`config.mk`:
```
export PLATFORM = sky130hd
export DESIGN_NAME = utf8_vietnamese_to_ascii_folder_core
export DESIGN_NICKNAME = d
export VERILOG_FILES = /design/src/hw/rtl/utf8vf_pkg.sv /design/src/hw/rtl/utf8_vietnamese_to_ascii_folder_core.sv /design/src/hw/rtl/utf8vf_in_skid.sv /design/src/hw/rtl/utf8vf_fold.sv /design/src/hw/rtl/utf8vf_out_queue.sv
export SDC_FILE = /design/constraint.sdc
export NUM_CORES = 1
export LEC_CHECK = 0
export ABC_AREA = 0
export BUFFER_PORTS_ARGS = -buffer_cell sky130_fd_sc_hd__buf_2
export CORE_UTILIZATION = 45
export DETAILED_ROUTE_END_ITERATION = 7
export GPL_TIMING_DRIVEN = 0
export SLEW_MARGIN = 20
export SYNTH_ARGS = -nofsm -noshare
export SYNTH_HDL_FRONTEND = slang
export SYNTH_SLANG_ARGS = --single-unit
export TNS_END_PERCENT = 10
```
`constraint.sdc`:
```
create_clock -name i_clk -period 5.5 [get_ports i_clk]
set_input_delay 0.55 -clock i_clk [delete_from_list [all_inputs] [get_ports i_clk]]
set_output_delay 0.55 -clock i_clk [all_outputs]
set_load 0.01 [all_outputs]
```
`src/hw/rtl/utf8vf_pkg.sv`:
```
// ============================================================================
// utf8vf_pkg
// Shared types, byte codes and the letter fold function.
// ============================================================================
package utf8vf_pkg;

    // UTF-8 lead bytes that can start a Vietnamese letter
    localparam logic [7:0] LEAD_C3 = 8'hC3;
    localparam logic [7:0] LEAD_C6 = 8'hC6;
    localparam logic [7:0] LEAD_E1 = 8'hE1;
    // second bytes of the U+1EA0..U+1EF9 block
    localparam logic [7:0] MID_BA  = 8'hBA;
    localparam logic [7:0] MID_BB  = 8'hBB;
    // continuation byte range
    localparam logic [7:0] CONT_LO = 8'h80;
    localparam logic [7:0] CONT_HI = 8'hBF;

    localparam logic [7:0] CH_A = 8'h41;
    localparam logic [7:0] CH_D = 8'h44;
    localparam logic [7:0] CH_E = 8'h45;
    localparam logic [7:0] CH_I = 8'h49;
    localparam logic [7:0] CH_O = 8'h4F;
    localparam logic [7:0] CH_U = 8'h55;
    localparam logic [7:0] CH_Y = 8'h59;
    localparam logic [7:0] CASE_BIT = 8'h20;

    localparam int MaxRes = 3;

    typedef struct packed {
        logic [7:0] data;
        logic       eot;
    } t_in_beat;

    typedef struct packed {
        logic [1:0]                cnt;   // 0..3 result bytes
        logic [MaxRes-1:0][7:0]    bytes; // in output order, index 0 first
    } t_step_res;

    function automatic logic is_cont(input logic [7:0] b);
        return (b >= CONT_LO) && (b <= CONT_HI);
    endfunction

    function automatic logic is_lead(input logic [7:0] b);
        return ((b >= LEAD_C3) && (b <= LEAD_C6)) || (b == LEAD_E1);
    endfunction

    // ASCII letter for a code point, 0 when it is not a folded letter
    function automatic logic [7:0] fold_cp(input logic [15:0] cp);
        logic [7:0] up;
        logic       lower;
        logic [7:0] c;
        up    = 8'h00;
        lower = 1'b0;
        c     = cp[7:0] & 8'hDF;
        if ((cp >= 16'h1EA0) && (cp <= 16'h1EF9)) begin
            if (cp <= 16'h1EB7)      up = CH_A;
            else if (cp <= 16'h1EC7) up = CH_E;
            else if (cp <= 16'h1ECB) up = CH_I;
            else if (cp <= 16'h1EE3) up = CH_O;
            else if (cp <= 16'h1EF1) up = CH_U;
            else                     up = CH_Y;
            lower = cp[0];
        end else if ((cp >= 16'h00C0) && (cp <= 16'h00FF)) begin
            lower = cp[5];
            if ((c >= 8'hC0) && (c <= 8'hC3))      up = CH_A;
            else if ((c >= 8'hC8) && (c <= 8'hCA)) up = CH_E;
            else if ((c == 8'hCC) || (c == 8'hCD)) up = CH_I;
            else if ((c >= 8'hD2) && (c <= 8'hD5)) up = CH_O;
            else if ((c == 8'hD9) || (c == 8'hDA)) up = CH_U;
            else if (c == 8'hDD)                   up = CH_Y;
        end else begin
            case (cp)
                16'h0102: up = CH_A;
                16'h0103: begin up = CH_A; lower = 1'b1; end
                16'h0110: up = CH_D;
                16'h0111: begin up = CH_D; lower = 1'b1; end
                16'h0128: up = CH_I;
                16'h0129: begin up = CH_I; lower = 1'b1; end
                16'h0168: up = CH_U;
                16'h0169: begin up = CH_U; lower = 1'b1; end
                16'h01A0: up = CH_O;
                16'h01A1: begin up = CH_O; lower = 1'b1; end
                16'h01AF: up = CH_U;
                16'h01B0: begin up = CH_U; lower = 1'b1; end
                default:  up = 8'h00;
            endcase
        end
        if (up == 8'h00) return 8'h00;
        return lower ? (up | CASE_BIT) : up;
    endfunction

endpackage

```
`src/hw/rtl/utf8_vietnamese_to_ascii_folder_core.sv`:
```
// ============================================================================
// utf8_vietnamese_to_ascii_folder_core
// Folds precomposed Vietnamese letters in a UTF-8 byte stream to ASCII.
// ============================================================================
// Usage:
//   Slave stream: one UTF-8 byte per beat in tdata; tlast marks the final
//   byte of a text, after which any held lead bytes are flushed.
//   Master stream: result bytes in tdata; tlast is set on the last result
//   byte caused by an input beat. An input beat may cause zero (lead byte
//   held), one, two or three result beats.
//   Path: an accepted beat passes the input register, then the result
//   register, before its first result appears.
//   Throughput: one input beat per cycle while m_tready is high and each
//   beat makes at most one result; one with more holds the result register
//   until all are sent, so the output port, one byte per cycle, sets the rate.
//   Stall: when the master side stalls, the result register holds; the
//   input register and its skid entry absorb up to two more beats, then
//   s_tready drops. s_tready is a flop, not a path from m_tready.
//   Reset (i_rst_n low, synchronous): clears held bytes, pending results
//   and both input entries; no clearing pass is needed.
// ============================================================================
module utf8_vietnamese_to_ascii_folder_core
    import utf8vf_pkg::*;
(
    input  logic       i_clk,
    input  logic       i_rst_n,
    // slave side
    input  logic       i_s_tvalid,
    output logic       o_s_tready,
    input  logic [7:0] i_s_tdata,   // [7:0] in_byte
    input  logic       i_s_tlast,   // end_of_text
    // master side
    output logic       o_m_tvalid,
    input  logic       i_m_tready,
    output logic [7:0] o_m_tdata,   // [7:0] out_byte
    output logic       o_m_tlast    // last_of_run
);

    t_in_beat  s_beat;
    t_in_beat  st_beat;
    logic      st_valid;
    logic      q_free;
    logic      fire;
    t_step_res res;

    assign s_beat.data = i_s_tdata;
    assign s_beat.eot  = i_s_tlast;

    // a step runs when a beat is registered and the result register drains
    assign fire = st_valid && q_free;

    utf8vf_in_skid u_in (
        .i_clk   (i_clk),
        .i_rst_n (i_rst_n),
        .i_valid (i_s_tvalid),
        .i_beat  (s_beat),
        .o_ready (o_s_tready),
        .i_take  (fire),
        .o_valid (st_valid),
        .o_beat  (st_beat)
    );

    utf8vf_fold u_fold (
        .i_clk   (i_clk),
        .i_rst_n (i_rst_n),
        .i_fire  (fire),
        .i_beat  (st_beat),
        .o_res   (res)
    );

    utf8vf_out_queue u_out (
        .i_clk    (i_clk),
        .i_rst_n  (i_rst_n),
        .i_load   (fire),
        .i_res    (res),
        .o_free   (q_free),
        .o_tvalid (o_m_tvalid),
        .i_tready (i_m_tready),
        .o_tdata  (o_m_tdata),
        .o_tlast  (o_m_tlast)
    );

endmodule

```
`src/hw/rtl/utf8vf_in_skid.sv`:
```
// ============================================================================
// utf8vf_in_skid
// Input register with a skid entry; ready is a flop, cut from downstream.
// ============================================================================
module utf8vf_in_skid
    import utf8vf_pkg::*;
(
    input  logic     i_clk,
    input  logic     i_rst_n,
    input  logic     i_valid,
    input  t_in_beat i_beat,
    output logic     o_ready,
    input  logic     i_take,     // stage consumes the held beat
    output logic     o_valid,
    output t_in_beat o_beat
);

    logic     r_main_valid;
    logic     r_skid_valid;
    t_in_beat r_main;
    t_in_beat r_skid;
    logic     acc;

    assign o_ready = !r_skid_valid;
    assign acc     = i_valid && !r_skid_valid;
    assign o_valid = r_main_valid;
    assign o_beat  = r_main;

    always_ff @(posedge i_clk) begin
        if (!i_rst_n) begin
            r_main_valid <= 1'b0;
            r_skid_valid <= 1'b0;
        end else if (i_take) begin
            if (r_skid_valid) begin
                r_main_valid <= 1'b1;
                r_skid_valid <= 1'b0;
            end else begin
                r_main_valid <= acc;
            end
        end else if (!r_main_valid) begin
            r_main_valid <= acc;
        end else if (acc) begin
            r_skid_valid <= 1'b1;
        end
    end

    always_ff @(posedge i_clk) begin
        if (i_take) begin
            r_main <= r_skid_valid ? r_skid : i_beat;
        end else if (!r_main_valid) begin
            r_main <= i_beat;
        end else if (acc) begin
            r_skid <= i_beat;
        end
    end

    a_skid_needs_main: assert property (@(posedge i_clk) disable iff (!i_rst_n)
        r_skid_valid |-> r_main_valid)
        else $error("skid entry holds a beat while main entry is empty");

endmodule

```
`src/hw/rtl/utf8vf_fold.sv`:
```
// ============================================================================
// utf8vf_fold
// Held-byte state and one-step match: gives up to three result bytes.
// ============================================================================
module utf8vf_fold
    import utf8vf_pkg::*;
(
    input  logic      i_clk,
    input  logic      i_rst_n,
    input  logic      i_fire,
    input  t_in_beat  i_beat,
    output t_step_res o_res
);

    logic [7:0] r_h0, r_h1;
    logic [1:0] r_cnt;
    logic [7:0] n_h0, n_h1;
    logic [1:0] n_cnt;

    logic [7:0]  b;
    logic [15:0] cp;
    logic [7:0]  f;
    logic        hit;
    logic        e1_mid;
    logic [1:0]  k;

    assign b = i_beat.data;

    // code point candidate for the held lead bytes plus this byte
    always_comb begin
        if (r_cnt == 2'd2) cp = {r_h0[3:0], r_h1[5:0], b[5:0]};
        else               cp = {5'd0, r_h0[4:0], b[5:0]};
    end

    assign f      = fold_cp(cp);
    assign e1_mid = (r_cnt == 2'd1) && (r_h0 == LEAD_E1) && ((b == MID_BA) || (b == MID_BB));
    assign hit    = ((r_cnt == 2'd2) || ((r_cnt == 2'd1) && (r_h0 != LEAD_E1)))
                    && is_cont(b) && (f != 8'h00);

    always_comb begin
        o_res.cnt   = 2'd0;
        o_res.bytes = '0;
        k     = 2'd0;
        n_h0  = r_h0;
        n_h1  = r_h1;
        n_cnt = 2'd0;
        if (e1_mid) begin
            n_h1  = b;
            n_cnt = 2'd2;
        end else if (hit) begin
            o_res.bytes[k] = f;
            k = k + 2'd1;
        end else begin
            // mismatch: held bytes out in order (count of 3 means none)
            if ((r_cnt == 2'd1) || (r_cnt == 2'd2)) begin
                o_res.bytes[k] = r_h0;
                k = k + 2'd1;
            end
            if (r_cnt == 2'd2) begin
                o_res.bytes[k] = r_h1;
                k = k + 2'd1;
            end
            if (is_lead(b)) begin
                n_h0  = b;
                n_cnt = 2'd1;
            end else begin
                o_res.bytes[k] = b;
                k = k + 2'd1;
            end
        end
        if (i_beat.eot) begin
            if (n_cnt != 2'd0) begin
                o_res.bytes[k] = n_h0;
                k = k + 2'd1;
            end
            if (n_cnt == 2'd2) begin
                o_res.bytes[k] = n_h1;
                k = k + 2'd1;
            end
            n_cnt = 2'd0;
        end
        o_res.cnt = k;
    end

    always_ff @(posedge i_clk) begin
        if (!i_rst_n) begin
            r_cnt <= 2'd0;
            r_h0  <= 8'h00;
            r_h1  <= 8'h00;
        end else if (i_fire) begin
            r_cnt <= n_cnt;
            r_h0  <= n_h0;
            r_h1  <= n_h1;
        end
    end

    a_cnt_range: assert property (@(posedge i_clk) disable iff (!i_rst_n)
        r_cnt != 2'd3)
        else $error("held byte count reached three");

    a_pair_starts_e1: assert property (@(posedge i_clk) disable iff (!i_rst_n)
        (r_cnt == 2'd2) |-> (r_h0 == LEAD_E1))
        else $error("two held bytes without E1 lead");

endmodule

```
`src/hw/rtl/utf8vf_out_queue.sv`:
```
// ============================================================================
// utf8vf_out_queue
// Result register: holds one step's bytes and sends them out one per beat.
// ============================================================================
module utf8vf_out_queue
    import utf8vf_pkg::*;
(
    input  logic      i_clk,
    input  logic      i_rst_n,
    input  logic      i_load,
    input  t_step_res i_res,
    output logic      o_free,    // may load at this edge
    output logic      o_tvalid,
    input  logic      i_tready,
    output logic [7:0] o_tdata,
    output logic      o_tlast
);

    logic [MaxRes-1:0][7:0] r_q;
    logic [1:0] r_cnt;
    logic [1:0] r_rd;
    logic       pop;

    assign o_tvalid = (r_rd != r_cnt);
    assign o_tlast  = ((r_rd + 2'd1) == r_cnt);
    assign o_tdata  = r_q[r_rd];
    assign pop      = o_tvalid && i_tready;
    assign o_free   = !o_tvalid || (pop && o_tlast);

    always_ff @(posedge i_clk) begin
        if (!i_rst_n) begin
            r_cnt <= 2'd0;
            r_rd  <= 2'd0;
        end else if (i_load) begin
            r_cnt <= i_res.cnt;
            r_rd  <= 2'd0;
        end else if (pop) begin
            r_rd  <= r_rd + 2'd1;
        end
    end

    always_ff @(posedge i_clk) begin
        if (i_load) r_q <= i_res.bytes;
    end

    a_rd_in_range: assert property (@(posedge i_clk) disable iff (!i_rst_n)
        r_rd <= r_cnt)
        else $error("read index past result count");

    a_load_when_free: assert property (@(posedge i_clk) disable iff (!i_rst_n)
        i_load |-> o_free)
        else $error("result register overwritten before drained");

endmodule

```
==> flow_summary_export.csv <==
group,metric,value,unit
outcome,run_status,"finished clean",
yosys,synth_mux_area_share,6.59,%
finish,drive_gt1_share,13.8,%
cts,cts_buffers,9,
placement,post_dp_cell_area,4740,sq um
yosys,synthesis.nets,525,
grt,grt_pass1_wl,20300,um
yosys,netlist_instances,503,
power_and_ir_drop,finalPower,0.00142,W
yosys,synthArstFlopShare,0,%
cts,cts_tree,"done",
finish,final_common_cell,"nand2_1",
yosys,ys_ff_latch,66,
sta,fin_crit_sh,83.0,%
yosys,synth_edf_count,42,
sta,tightest_slew,0.858,ns
grt,gr-total-overflow,0,
sta,rsz0062_at_grt,"false",
yosys,syn_area_per_cell,8.88,sq um
grt,grt_use_total,26.1,%
yosys,synth.distinct_cells,69,
floorplan,dieArea,10300,sq um
yosys,synth_compound_area_share,22.7,%
cts,clockRootBuffer,"clkbuf_8",
cts,ctsLongestPathBuffers,2,
routing,via_per_inst,6.11,
sta,fmax,0.219,GHz
floorplan,boundaryPins,24,
routing,drc,0,
yosys,syn-cell-area,4460,sq um
worst_hold_path,hold_path.class,"in -> reg",
cts,holdBufCountCts,0,
sta,fin_crit,4.56,ns
yosys,synth_adder_area_share,2.52,%
worst_setup_path,worstSetupEndpointType,"register",
power_and_ir_drop,p_leak,1.80,nW
routing,wirelength,12800,um
cts,clock-sinks,66,
sta,fin_setup_tns,0,ns
power_and_ir_drop,switchingPower,0.000438,W
placement,dpl.hpwl,9770,um
cts,cts.clk_slew.worst_paths,0.08,ns
power_and_ir_drop,ir_worst_vdd,0.000217,V
grt,antenna_found_initial,0,
yosys,synth_top_family_by_area,"compound AO/OA/AOI/OAI gates",
sta,final-hold-violation-count,0,
finish,nets,559,
routing,antenna_left,0,
cts,htree_levels,3,
yosys,synth_top_area_share,28.3,%
routing,drt_first_pass_iters,6,
worst_setup_path,path_class,"reg -> reg",
yosys,synthXorXnorAreaFrac,1.57,%
finish,synthToLayoutAreaGrowth,11.4,%
yosys,synthTopCellsByArea,"edfxtp_1 28%, dfxtp_1 11%, nand2_1 4.9%",
routing,vias,4097,
worst_setup_path,cp.required,5.59,ns
power_and_ir_drop,comb_power_share,23.4,%
cts,cts_resized,0,
placement,port_buffers,23,
placement,place.gp.congestion,0.996,
grt,grt_max_degree,34,
floorplan,row_count,35,
floorplan,die_x,102,um
floorplan,dieHeight,102,um
yosys,synth_ff_type,"edfxtp_1",
power_and_ir_drop,pwr_density_cell,286,nW/um^2
floorplan,core,9420,sq um
yosys,ys_seq_area_share,39.0,%
finish,fin_area,4970,sq um
finish,fillers,892,
yosys,yosys.area.top_type,"edfxtp_1",
yosys,synthSimpleGateAreaFrac,22.6,%
routing,wl_per_cell,19.1,um
finish,diodes,0,
cts,clkLatencyLatePin,0.35,ns
sta,drv_slew,0,
sta,finalClockSkew,0.0148,ns
sta,setup_viol,0,
grt,first_global_vias,3751,
worst_setup_path,path_max_fanout,10,
worst_setup_path,arrival,4.66,ns
floorplan,start_util,47.4,%
sta,timing.slew.headroom,42.3,%
worst_setup_path,cp-start-kind,"register",
power_and_ir_drop,seq_power_share,43.1,%
routing,drtIter0Drc,404,
finish,final_cell_mix,"58 x nand2_1, 42 x edfxtp_1, 33 x nor2_1",
cts,postCtsSetupRepairBufs,0,
power_and_ir_drop,intPower,0.000983,W
flow_run,drv_cap,0,
power_and_ir_drop,clkPwrFrac,33.5,%
yosys,ys_warn_count,0,
power_and_ir_drop,p_sw_share,30.8,%
worst paths after layout:
kind	cells after the start	start	slack, ns	end
min reg2reg	2	u_out.r_cnt[0]	0.47	u_out.r_cnt[0]
max	20	u_fold.r_cnt[0]	0.94	u_out.r_q[16]
min	1	i_s_tlast	0.38	u_in.r_skid[0]
max reg2reg	20	u_fold.r_cnt[0]	0.94	u_out.r_q[16]
state kept, by name, indices dropped and copies added, names as in the netlist, 2 cells and up:
signal	cells
u_out.r_q	24
u_in.o_beat	9
u_in.r_skid	9
u_fold.r_h0	8
u_fold.r_h1	8
u_fold.r_cnt	2
u_out.r_cnt	2
u_out.r_rd	2
metal layers:
| layer | vias up | wire length (um) | global-route usage [%] |
|---|---|---|---|
| met1 | 1940 | 5990 | 37.6 |
| li1 | 1941 | - | - |
| met2 | 196 | 5730 | 40.7 |
| met5 | - | 0 | 0 |
| met3 | 20 | 910 | 4.42 |
| met4 | 0 | 200 | 6.24 |
cell type report:
type                    count  area [sq um]  share of cell area [%]
repair buffers             23           115                    2.31
multi-input cells         387          2500                    50.3
well taps                 129           161                    3.25
flip-flops and latches     66          1740                    35.0
plain buffers              39           181                    3.65
clock buffers              11           151                    3.04
clock inverters             5          81.3                    1.64
inverters                  11          41.3                   0.830
cells by family (layout without fill, tap and decap cells):
family | after synthesis | after routing
AO/OA/AOI/OAI | 148 | 148
AND/OR/NAND/NOR | 194 | 194
adder cells (fa/ha/maj) | 9 | 9
multiplexers | 28 | 28
flip-flops | 66 | 66
XOR/XNOR | 8 | 8
buffers and inverters | 50 | 89
per-stage QoR:
stage | instances | worst slack [ns] | util [%] | hold WS, ns
detailed placement | 655 | 1.03 | 50.4 | 0.464
floorplan | 503 | 1.67 | - | 0.442
global route | 671 | 0.638 | 52.8 | 0.384
CTS | 671 | 1.00 | 52.8 | 0.384
finish | 671 | 0.936 | 52.8 | 0.385
global placement | 655 | 1.05 | 50.4 | 0.457
power by group through the flow:
stage                     clock (W)  sequential, W  combinational (W)
final                      0.000476       0.000613           0.000332
after global routing       0.000500       0.000620           0.000363
after detailed placement          0       0.000624           0.000327
after global placement            0       0.000621           0.000331
after floorplan                   0       0.000614           0.000228
after CTS                  0.000481       0.000613           0.000329
synthesized netlist by cell type, types with 8 or more instances:
library cell and instances:
a21oi_1 25, dfxtp_1 24, inv_1 10, nor2b_1 9, mux2_2 11, a31oi_1 8
nand3_1 22, clkbuf_1 25, o21ai_0 31, nor2_1 33, o21a_1 9, edfxtp_1 42
mux2i_1 17, nand2b_1 11, nand2_1 58, nor3_1 9, o211ai_1 8, a21boi_0 8
ha_1 9
worst max-delay path, stage by stage (launching register included):
cell	delay, ns
dfxtp_1	0.38
inv_1	0.06
ha_1	0.23
buf_2	0.20
nor4bb_1	0.32
o221a_2	0.25
nor2b_1	0.44
a21oi_1	0.17
a211oi_2	0.30
buf_6	0.20
buf_8	0.15
o21ai_1	0.12
ha_1	0.35
nand2_1	0.06
o31a_1	0.19
inv_1	0.06
ha_1	0.21
and3_1	0.20
o21ai_0	0.14
o21ai_0	0.09
a21o_1	0.16
(Power assumes the default switching activity.)
